<file path="src/hw/rtl/shfd_pkg.sv">
// shared types and constants of the sync-header frame deframer
package shfd_pkg;

  localparam int HEADER_BYTES = 20;
  localparam int CNT_W        = 17;

  localparam logic [7:0]  SYNC_B0     = 8'hFA;
  localparam logic [7:0]  SYNC_B1     = 8'hFB;
  localparam logic [7:0]  SYNC_B2     = 8'hFC;
  localparam logic [7:0]  SYNC_B3     = 8'hFD;
  localparam logic [23:0] SYNC_PREFIX = {SYNC_B0, SYNC_B1, SYNC_B2};
  localparam logic [15:0] SYNC_SUM    = 16'({8'h00, SYNC_B0} + {8'h00, SYNC_B1}
                                          + {8'h00, SYNC_B2} + {8'h00, SYNC_B3});

  localparam logic [15:0] MAX_LENGTH_RST = 16'd1024;
  localparam logic [15:0] LEN_SAT        = 16'hFFFF;

  localparam int QUEUE_DEPTH = 4;
  localparam int QPTR_W      = $clog2(QUEUE_DEPTH);
  localparam int QCNT_W      = $clog2(QUEUE_DEPTH + 1);

  typedef enum logic [1:0] {
    KIND_BODY   = 2'd0,
    KIND_GOOD   = 2'd1,
    KIND_BADSUM = 2'd2,
    KIND_BADLEN = 2'd3
  } kind_t;

  typedef struct packed {
    logic [15:0] frame_length;
    logic [15:0] command_code;
    logic [7:0]  data_byte;
    kind_t       kind;
    logic        frame_end;
  } result_t;

endpackage

</file>
<file path="src/hw/rtl/sync_header_frame_deframer.sv">
// sync-header frame deframer: parser front end feeding a result queue
// a result is written into the queue as its byte is accepted and reaches the output from the queue head
// throughput: one byte per cycle; input stalls only while the 4-entry queue is full
// each byte gives at most one result, so a free queue slot is all a request needs
// reset: synchronous active-low rst_n, back to hunting, queue empty, max_length 1024
module sync_header_frame_deframer import shfd_pkg::*; (
  input  logic        clk,
  input  logic        rst_n,
  input  logic        cfg_wr_en,
  input  logic [15:0] cfg_wr_data,
  input  logic        in_tvalid,
  output logic        in_tready,
  input  logic [7:0]  in_tdata,   // rx_byte
  output logic        out_tvalid,
  input  logic        out_tready,
  output logic [39:0] out_tdata,  // data_byte, command_code, frame_length
  output logic [1:0]  out_tuser,  // kind
  output logic        out_tlast   // frame_end
);

  logic    q_full;
  logic    res_valid;
  result_t res;
  result_t head;

  assign in_tready = !q_full;

  shfd_parser u_parser (
    .clk         (clk),
    .rst_n       (rst_n),
    .cfg_wr_en   (cfg_wr_en),
    .cfg_wr_data (cfg_wr_data),
    .byte_valid  (in_tvalid && in_tready),
    .byte_data   (in_tdata),
    .res_valid   (res_valid),
    .res         (res)
  );

  shfd_queue u_queue (
    .clk        (clk),
    .rst_n      (rst_n),
    .push       (res_valid),
    .push_data  (res),
    .full       (q_full),
    .head_valid (out_tvalid),
    .head_data  (head),
    .pop_ready  (out_tready)
  );

  assign out_tdata = {head.frame_length, head.command_code, head.data_byte};
  assign out_tuser = head.kind;
  assign out_tlast = head.frame_end;

endmodule

</file>
<file path="src/hw/rtl/shfd_parser.sv">
// front end: sync hunt, header decode, length check, body pass-through and checksum check
module shfd_parser import shfd_pkg::*; (
  input  logic        clk,
  input  logic        rst_n,
  input  logic        cfg_wr_en,
  input  logic [15:0] cfg_wr_data,
  input  logic        byte_valid,
  input  logic [7:0]  byte_data,
  output logic        res_valid,
  output result_t     res
);

  typedef enum logic [1:0] {
    PH_HUNT    = 2'd0,
    PH_HEADER  = 2'd1,
    PH_BODY    = 2'd2,
    PH_TRAILER = 2'd3
  } phase_t;

  localparam logic [CNT_W-1:0] POS_CMD_HI = CNT_W'(HEADER_BYTES - 6);
  localparam logic [CNT_W-1:0] POS_CMD_LO = CNT_W'(HEADER_BYTES - 5);
  localparam logic [CNT_W-1:0] POS_LEN    = CNT_W'(HEADER_BYTES - 4);
  localparam logic [CNT_W-1:0] POS_LAST   = CNT_W'(HEADER_BYTES - 1);
  localparam logic [CNT_W-1:0] POS_START  = CNT_W'(4);

  phase_t           phase_r,  phase_nxt;
  logic [23:0]      window_r, window_nxt;
  logic [CNT_W-1:0] count_r,  count_nxt;
  logic [31:0]      len_r,    len_nxt;
  logic [15:0]      cmd_r,    cmd_nxt;
  logic [15:0]      sum_r,    sum_nxt;
  logic [7:0]       thigh_r,  thigh_nxt;
  logic [15:0]      maxlen_r;

  logic [CNT_W-1:0] count_inc;
  logic [15:0]      got_sum;

  assign count_inc = count_r + CNT_W'(1);
  assign got_sum   = {thigh_r, byte_data};

  always_comb begin
    phase_nxt  = phase_r;
    window_nxt = window_r;
    count_nxt  = count_r;
    len_nxt    = len_r;
    cmd_nxt    = cmd_r;
    sum_nxt    = sum_r;
    thigh_nxt  = thigh_r;
    res_valid  = 1'b0;
    res.kind      = KIND_BODY;
    res.data_byte = 8'h00;
    res.frame_end = 1'b0;
    if (byte_valid) begin
      unique case (phase_r)
        PH_HUNT: begin
          if (window_r == SYNC_PREFIX && byte_data == SYNC_B3) begin
            phase_nxt  = PH_HEADER;
            count_nxt  = POS_START;
            sum_nxt    = SYNC_SUM;
            len_nxt    = 32'h0;
            cmd_nxt    = 16'h0;
            thigh_nxt  = 8'h00;
            window_nxt = 24'h0;
          end else begin
            window_nxt = {window_r[15:0], byte_data};
          end
        end
        PH_HEADER: begin
          sum_nxt = sum_r + {8'h00, byte_data};
          if (count_r == POS_CMD_HI || count_r == POS_CMD_LO) begin
            cmd_nxt = {cmd_r[7:0], byte_data};
          end
          if (count_r >= POS_LEN) begin
            len_nxt = {len_r[23:0], byte_data};
          end
          if (count_r >= POS_LAST) begin
            if (len_nxt < 32'd2 || len_nxt > {16'h0, maxlen_r}) begin
              res_valid     = 1'b1;
              res.kind      = KIND_BADLEN;
              res.frame_end = 1'b1;
              phase_nxt     = PH_HUNT;
              window_nxt    = 24'h0;
              count_nxt     = '0;
            end else begin
              count_nxt = '0;
              phase_nxt = (len_nxt == 32'd2) ? PH_TRAILER : PH_BODY;
            end
          end else begin
            count_nxt = count_inc;
          end
        end
        PH_BODY: begin
          sum_nxt       = sum_r + {8'h00, byte_data};
          res_valid     = 1'b1;
          res.data_byte = byte_data;
          // length is within 3..65535 here, so 17 bits hold length - 2
          if (count_inc >= len_r[CNT_W-1:0] - CNT_W'(2)) begin
            count_nxt = '0;
            phase_nxt = PH_TRAILER;
          end else begin
            count_nxt = count_inc;
          end
        end
        PH_TRAILER: begin
          if (count_r == '0) begin
            thigh_nxt = byte_data;
            count_nxt = CNT_W'(1);
          end else begin
            res_valid     = 1'b1;
            res.kind      = (got_sum == sum_r) ? KIND_GOOD : KIND_BADSUM;
            res.frame_end = 1'b1;
            phase_nxt     = PH_HUNT;
            window_nxt    = 24'h0;
            count_nxt     = '0;
          end
        end
        default: begin
          phase_nxt = PH_HUNT;
        end
      endcase
    end
    // fields shown reflect the length and command after this byte
    res.command_code = cmd_nxt;
    res.frame_length = (len_nxt > {16'h0, LEN_SAT}) ? LEN_SAT : len_nxt[15:0];
  end

  always_ff @(posedge clk) begin
    if (!rst_n) begin
      phase_r  <= PH_HUNT;
      window_r <= 24'h0;
      count_r  <= '0;
      len_r    <= 32'h0;
      cmd_r    <= 16'h0;
      sum_r    <= 16'h0;
      thigh_r  <= 8'h00;
      maxlen_r <= MAX_LENGTH_RST;
    end else begin
      phase_r  <= phase_nxt;
      window_r <= window_nxt;
      count_r  <= count_nxt;
      len_r    <= len_nxt;
      cmd_r    <= cmd_nxt;
      sum_r    <= sum_nxt;
      thigh_r  <= thigh_nxt;
      if (cfg_wr_en) begin
        maxlen_r <= cfg_wr_data;
      end
    end
  end

endmodule

</file>
<file path="src/hw/rtl/shfd_queue.sv">
// back end: small result queue whose head drives the output channel
module shfd_queue import shfd_pkg::*; (
  input  logic    clk,
  input  logic    rst_n,
  input  logic    push,
  input  result_t push_data,
  output logic    full,
  output logic    head_valid,
  output result_t head_data,
  input  logic    pop_ready
);

  result_t           entry_r [QUEUE_DEPTH];
  logic [QPTR_W-1:0] wr_ptr_r, wr_ptr_nxt;
  logic [QPTR_W-1:0] rd_ptr_r, rd_ptr_nxt;
  logic [QCNT_W-1:0] cnt_r,    cnt_nxt;
  logic              do_pop;

  assign full       = (cnt_r == QCNT_W'(QUEUE_DEPTH));
  assign head_valid = (cnt_r != '0);
  assign head_data  = entry_r[rd_ptr_r];
  assign do_pop     = head_valid && pop_ready;

  always_comb begin
    wr_ptr_nxt = push   ? wr_ptr_r + QPTR_W'(1) : wr_ptr_r;
    rd_ptr_nxt = do_pop ? rd_ptr_r + QPTR_W'(1) : rd_ptr_r;
    cnt_nxt    = cnt_r + QCNT_W'(push) - QCNT_W'(do_pop);
  end

  always_ff @(posedge clk) begin
    if (!rst_n) begin
      wr_ptr_r <= '0;
      rd_ptr_r <= '0;
      cnt_r    <= '0;
    end else begin
      wr_ptr_r <= wr_ptr_nxt;
      rd_ptr_r <= rd_ptr_nxt;
      cnt_r    <= cnt_nxt;
    end
  end

  always_ff @(posedge clk) begin
    if (push) begin
      entry_r[wr_ptr_r] <= push_data;
    end
  end

endmodule

</file>
<file path="config.mk">
export PLATFORM = sky130hd
export DESIGN_NAME = sync_header_frame_deframer
export DESIGN_NICKNAME = d
export VERILOG_FILES = /design/src/hw/rtl/shfd_pkg.sv /design/src/hw/rtl/sync_header_frame_deframer.sv /design/src/hw/rtl/shfd_parser.sv /design/src/hw/rtl/shfd_queue.sv
export SDC_FILE = /design/constraint.sdc
export NUM_CORES = 1
export LEC_CHECK = 0
export BUFFER_PORTS_ARGS = -buffer_cell sky130_fd_sc_hd__buf_2
export CAP_MARGIN = 20
export CORE_MARGIN = 4
export CORE_UTILIZATION = 61
export CTS_CLUSTER_DIAMETER = 120
export DETAILED_ROUTE_END_ITERATION = 6
export GPL_TIMING_DRIVEN = 0
export PLACE_DENSITY = 0.82
export RECOVER_POWER = 25
export SYNTH_ARGS = -nofsm -noshare
export SYNTH_HDL_FRONTEND = slang
export SYNTH_SLANG_ARGS = --single-unit
</file>
<file path="constraint.sdc">
create_clock -name clk -period 6.7 [get_ports clk]
set_input_delay 0.67 -clock clk [delete_from_list [all_inputs] [get_ports clk]]
set_output_delay 0.67 -clock clk [all_outputs]
set_load 0.01 [all_outputs]
</file>
==> flow_summary.json, run 1 <==
{
  "post_cts_resized": 0,
  "initial_core_util": 0.6230,
  "via_per_inst": 6.112,
  "finalSetupTns_ns": 0,
  "netlist_instances": 1196,
  "syn_nets": 1283,
  "track_usage": 0.2595,
  "routed_wirelength_microns": 33460,
  "cts_hold_buf": 0,
  "die_height_microns": 160.5,
  "worstRegToRegCells": 20,
  "dr.pass1.iters": 7,
  "p_leak_nw": 6.141,
  "crit_path_end_kind": "flip-flop",
  "die-width_microns": 160.5,
  "dieArea_sq_um": 25770,
  "ys.flop_type": "edfxtp_1",
  "yosysUniqueCellTypes": 65,
  "hpwl_microns": 22960,
  "cp-start-kind": "flip-flop",
  "arrival_ns": 6.46,
  "h-tree-depth": 1,
  "route.vias.total": 10050,
  "seq_area_frac_synth": 0.5615,
  "required_ns": 7.11,
  "finalSetupViolCount": 0,
  "maxCapViolCount": 0,
  "clk_latency_ns": 0.56,
  "io_buffer_count": 72,
  "synthArstFlopShare": 0,
  "drv_slew": 0,
  "antenna_found_initial": 1,
  "rows": 55,
  "rsz0062_at_grt": "no",
  "period_minus_slack_ns": 6.046,
  "ys_seq_elements": 312,
  "clock_skew_ns": 0.01066,
  "min_path_type": "in2reg",
  "total_power_mw": 4.555,
  "antenna_cells": 0,
  "synth_area_sq_um": 14190,
  "final-hold-violation-count": 0,
  "ios": 74,
  "relSlewSlack": 0.1838,
  "avgRoutedWirePerCell_microns": 20.35,
  "grt_pass1_wl_microns": 54100,
  "crit_path_max_fanout": 10,
  "r2r_setup_slack_ns": 0.65,
  "nets": 1394,
  "synth_edf_count": 172,
  "cts_tree": "yes",
  "ys_warn_count": 0,
  "final_cell_mix": "edfxtp_1, nand2_1, dfxtp_1, nor2_1, buf_2",
  "cts_buffer_depth": 3,
  "antenna_left": 0,
  "irDropWorstVdd_v": 0.0002454,
  "coreArea_sq_um": 22780,
  "finalCritPeriodShare": 0.9023,
  "place.gp.congestion": 0.9169,
  "numCtsBuffers": 30,
  "drt_first_iter_violations": 1101,
  "post-route-drc-count": 0,
  "cts_setup_buffers": 0,
  "synth_area_per_cell_sq_um": 11.87,
  "criticalPathCategory": "reg2reg",
  "cts.sinks": 312,
  "worstSetupStartpoint": "u_parser.count_r[5]",
  "reg2reg_to": "u_queue.cnt_r[2]",
  "grt_max_degree": 37,
  "max_freq_mhz": 165.4,
  "reg2reg_from": "u_parser.count_r[5]",
  "final_common_cell": "edfxtp_1",
  "area_delta_synth_final_pct": 12.91,
  "grt_pass1_vias": 10020,
  "status": "complete, no violations",
  "clkTransAtPathRegs_ns": 0.06,
  "grt_overflow": 0,
  "tightest_slew_ns": 1.224,
  "cp-endpoint": "u_queue.cnt_r[2]",
  "final_layout_size_suffix_gt1_frac": 0.1360,
  "p_per_area_nw_per_um2": 284.3,
  "cts-root-buf": "clkbuf_16"
}
==> stage by stage <==
stage                     hold slack (ns)  std cells  utilization  area [sq um]  setup slack, ns
after floorplan                    0.4297       1196            -         14190            1.599
after global placement             0.4421       1581       0.6560         14940         -0.02684
after detailed placement           0.4511       1587       0.6603         15040           0.8848
after CTS                          0.3544       1643       0.7033         16020           0.8079
after global routing               0.3594       1644       0.7034         16020           0.3722
final                              0.3526       1644       0.7034         16020           0.6543
==> layout make-up <==
cell class | instances | area [sq um]
multi-input cells | 777 | 5797
repair buffers | 79 | 454.2
clock buffers | 38 | 800.8
clock inverters | 18 | 178.9
well taps | 313 | 391.6
fillers | 1487 | 6755
inverters | 47 | 176.4
plain buffers | 60 | 256.5
flip-flops and latches | 312 | 7968
==> worst max-delay path, cell delays in order, from the launching register on <==
cell,delay [ns]
dfxtp_1,0.36
or4_1,0.59
nor4_1,0.73
clkbuf_1,0.29
clkbuf_1,0.35
clkbuf_1,0.42
nand2_1,0.11
nand2_1,0.14
ha_1,0.27
a21oi_1,0.13
o21ai_0,0.13
a221oi_1,0.37
o21ai_0,0.24
nor4_4,0.38
nor2_1,0.13
o21a_1,0.22
clkbuf_1,0.19
ha_1,0.26
fa_1,0.38
xnor2_1,0.17
nor2_1,0.05
==> cell usage after synthesis, drive strengths merged (7+ instances only) <==
master  instances  area (sq um)
xnor2          31         271.5
inv            47         176.4
nor4           13         96.34
or4             9         75.07
and3           24         150.1
buf             9         65.05
o31ai           7         66.31
nand4          11         68.82
a21oi          39         195.2
nand3          21         105.1
a21o            8         60.06
nor3           17         85.08
xor2           21         183.9
edfxtp        172          5165
mux4           43         968.4
mux2i          43         442.9
o21ai          33         165.2
clkbuf         51         191.4
nand2         153         574.3
and2           26         162.7
ha             56         700.7
a32oi          14         122.6
a22oi          18         135.1
nor2           91         341.6
a22o           16         140.1
nand2b         12         75.07
dfxtp         140          2803
==> logic make-up (layout without fill, tap and decap cells) <==
logic type | count (synthesis) | count (layout) | synth area share
mux | 87 | 87 | 0.1002
simple gates | 397 | 397 | 0.1332
fa+ha+maj | 58 | 58 | 0.05220
compound gates | 183 | 183 | 0.09028
xor+xnor | 52 | 52 | 0.03209
flops | 312 | 312 | 0.5615
buf+inv | 107 | 242 | 0.03051
==> how the worst min path moves through the flow <==
stage,from,to,slack [ns],depth (start not counted)
after floorplan,u_parser.window_r[17],u_parser.window_r[17],0.43,2
after global placement,u_parser.window_r[16],u_parser.window_r[16],0.44,2
after detailed placement,u_parser.window_r[17],u_parser.window_r[17],0.45,2
after CTS,cfg_wr_data[13],u_parser.maxlen_r[13],0.35,3
after global routing,cfg_wr_data[8],u_parser.maxlen_r[8],0.36,3
final,cfg_wr_data[9],u_parser.maxlen_r[9],0.35,3
==> where the power goes <==
group / internal (mW) / switching, mW / total (mW)
logic: 0.396 / 0.422 / 0.817
clock network: 0.961 / 0.723 / 1.68
registers: 2.03 / 0.0219 / 2.05
==> flip-flops by register name, indices dropped and copies added, names as in the netlist, named ones only <==
register           count
u_queue.entry_r      172
u_parser.len_r        32
u_parser.window_r     24
u_parser.count_r      17
u_parser.cmd_r        16
u_parser.maxlen_r     16
u_parser.sum_r        16
u_parser.thigh_r       8
u_queue.cnt_r          3
u_queue.rd_ptr_r       2
u_queue.wr_ptr_r       2
u_parser.phase_r       1
==> routing by layer <==
metal  part of all wire  GRT usage  up-vias
li1                   -          -     4629
met2               0.49     0.4327      477
met5            0.00045          0        -
met4              0.030    0.08252        2
met1               0.40     0.3558     4867
met3              0.080    0.03669       73
No activity file was read; power rests on OpenSTA's default activity.
==> run 2: changes to the inputs <==
Settings changed: MAX_ROUTING_LAYER from default to met4, SYNTH_HIERARCHICAL from default to 1.
==> run 2 against run 1 <==
Against the previous run:
- utilization up 0.47 points
- combinational power down 49%
- first-iteration DRC count up 5.9%
- largest cell class unchanged
- clock-buffer cell count up 5
- worst setup slack better by 0.096 ns
- power down 6.9%
- register-to-register slack better by 0.096 ns
==> flow_summary.json, run 2 <==
{
  "period_minus_slack_ns": 5.950,
  "status": "complete, no violations",
  "required_ns": 7.15,
  "rsz0062_at_grt": "no",
  "post-route-drc-count": 0,
  "finalCritPeriodShare": 0.8880,
  "crit_path_max_fanout": 10,
  "avgRoutedWirePerCell_microns": 21.00,
  "grt_max_degree": 29,
  "final_layout_size_suffix_gt1_frac": 0.1265,
  "post_cts_resized": 0,
  "h-tree-depth": 1,
  "max_freq_mhz": 168.1,
  "via_per_inst": 6.247,
  "nets": 1399,
  "final_common_cell": "edfxtp_1",
  "synth_top_area_share": 0.3604,
  "synth_top_cell_by_area": "edfxtp_1",
  "grt_pass1_vias": 10080,
  "coreArea_sq_um": 22850,
  "clk_latency_ns": 0.56,
  "crit_path_end_kind": "flip-flop",
  "drv_slew": 0,
  "synth_top_family_by_area": "simple AND/OR/NAND/NOR gates",
  "fin_area_sq_um": 16180,
  "cts-root-buf": "clkbuf_16",
  "cts.sinks": 312,
  "area_delta_synth_final_pct": 12.88,
  "synth_area_sq_um": 14330,
  "final-hold-violation-count": 0,
  "maxCapViolCount": 0,
  "rows": 55,
  "crit_slowest_cell": "nor4_1",
  "cp_cell_sequence": "clkbuf_1 -> nor4_1 -> and4_1 -> buf_2 -> clkbuf_1 -> clkbuf_1 -> nand2_1 -> nand2_1 -> ha_1 -> a21oi_1 -> o21ai_0 -> a221oi_1 -> or3b_2 -> a21oi_1 -> nor3b_1 -> o311a_1 -> ha_1 -> fa_1 -> xnor3_1 -> and2_1",
  "netlist_instances": 1203,
  "syn_nets": 1290,
  "hold_slack_ns": 0.3359,
  "stdcell_count": 1649,
  "route.vias.total": 10300,
  "yosys-top-cells-area": "edfxtp_1, dfxtp_1, mux4_2",
  "cp-start-kind": "flip-flop",
  "die_height_microns": 161.3,
  "finalSetupTns_ns": 0,
  "cts_setup_buffers": 0,
  "place.gp.congestion": 0.9250,
  "io_buffer_count": 72,
  "finalSetupViolCount": 0,
  "numCtsBuffers": 31,
  "fin_util": 0.7081,
  "dp.cells": 1592,
  "clkTransAtPathRegs_ns": 0.06,
  "hpwl_microns": 22940,
  "synthTopCellsByCount": "edfxtp_1, dfxtp_1, nand2_1, nor2_1, ha_1",
  "synth_xor_area_frac": 0.03029,
  "seq_area_frac_synth": 0.5559,
  "yosysUniqueCellTypes": 76,
  "die-width_microns": 161.3,
  "tightest_slew_ns": 0.8508,
  "grt_pass1_wl_microns": 54780,
  "routed_wirelength_microns": 34620,
  "synth_compound_area_frac": 0.08931,
  "synth_area_per_cell_sq_um": 11.91,
  "dieArea_sq_um": 26010,
  "arrival_ns": 6.40,
  "muxShareOfSynthArea": 0.09629,
  "yosysMostFrequentCell": "edfxtp_1",
  "antenna_left": 0,
  "ios": 74,
  "grt_overflow": 0,
  "regMostFlops": "u_queue/entry_r",
  "yosys.area_share.simple": 0.1412,
  "cts_hold_buf": 0,
  "final_cell_mix": "edfxtp_1, nand2_1, dfxtp_1, nor2_1, clkbuf_1",
  "ys.flop_type": "edfxtp_1",
  "path_common_cell": "clkbuf_1",
  "drt_first_iter_violations": 1166,
  "relSlewSlack": 0.4328,
  "cts_buffer_depth": 3,
  "initial_core_util": 0.6273,
  "p_leak_nw": 5.505,
  "criticalPathCategory": "reg2reg",
  "clock_skew_ns": 0.01925,
  "dr.pass1.iters": 6,
  "track_usage": 0.2699,
  "reg.largest.list": "u_queue/entry_r: 172 flops, u_parser/len_r: 32 flops, u_parser/window_r: 24 flops",
  "critPathMaxStageDelay_ns": 0.58,
  "min_path_type": "in2reg",
  "antenna_cells": 0,
  "synthAdderAreaFrac": 0.05168,
  "p_per_area_nw_per_um2": 262.2,
  "cts_tree": "yes",
  "ys_seq_elements": 312,
  "antenna_found_initial": 0,
  "synth_edf_count": 172,
  "ys_warn_count": 6,
  "placed_area_sq_um": 15170,
  "synthArstFlopShare": 0,
  "irDropWorstVdd_v": 0.0001831,
  "largest_reg_flops": 172
}
run 2: worst max-delay path, delay by kind of cell, from the launching register on:
kind | cells | cell delay [ns]
compound gates | 5 | 1.32
xor+xnor | 1 | 0.18
fa+ha+maj | 3 | 0.92
buf+inv | 4 | 1.15
flops | 1 | 0.30
simple gates | 7 | 1.98
run 2: where the power goes:
group | internal, mW | switching, mW | total, mW | leakage, nW
logic | 0.192 | 0.222 | 0.413 | 2.69
clock network | 1.03 | 0.738 | 1.77 | 0.497
registers | 2.03 | 0.0251 | 2.06 | 2.32
run 2: cell type report:
| type | instances | area, sq um |
|---|---|---|
| sequential | 312 | 7968 |
| fill | 1512 | 6669 |
| multi-input combinational | 785 | 5864 |
| clock buffer | 43 | 875.8 |
| timing repair buffer | 76 | 404.1 |
| tap | 313 | 391.6 |
| buffer | 70 | 365.4 |
| clock inverter | 14 | 173.9 |
| inverter | 36 | 135.1 |
run 2: cells by family after synthesis:
| family | after synthesis |
|---|---|
| AOI/OAI and AO/OA | 178 |
| xor gates and xnor gates | 48 |
| buffers and inverters | 106 |
| and+or+nand+nor | 418 |
| muxes | 83 |
| DFF | 312 |
| adders and majority gates | 58 |
run 2: path summary, 6_finish.rpt:
| path | from | end | depth (start not counted) | slack, ns |
|---|---|---|---|---|
| max reg2reg | u_parser/count_r[7] | u_queue/cnt_r[2] | 20 | 0.75 |
| min | cfg_wr_data[10] | u_parser/maxlen_r[10] | 3 | 0.34 |
| min reg2reg | u_parser/window_r[18] | u_parser/window_r[18] | 2 | 0.46 |
| max | u_parser/count_r[7] | u_queue/cnt_r[2] | 20 | 0.75 |
run 2: through the flow:
stage          setup WS [ns]  power (mW)
5_1_grt               0.4764       4.396
6_report              0.7503       4.242
3_5_place_dp           1.163       2.511
2_1_floorplan          1.928       2.411
3_3_place_gp          0.6366       2.500
4_1_cts                1.033       4.270
run 2: routing by layer:
layer  up-vias  share of wire  GRT usage
li1       4687              -          -
met1      5000           0.40     0.3541
met2       528           0.49     0.4451
met3        87          0.081    0.04057
met4         0          0.030    0.07484
met5         -              0          -
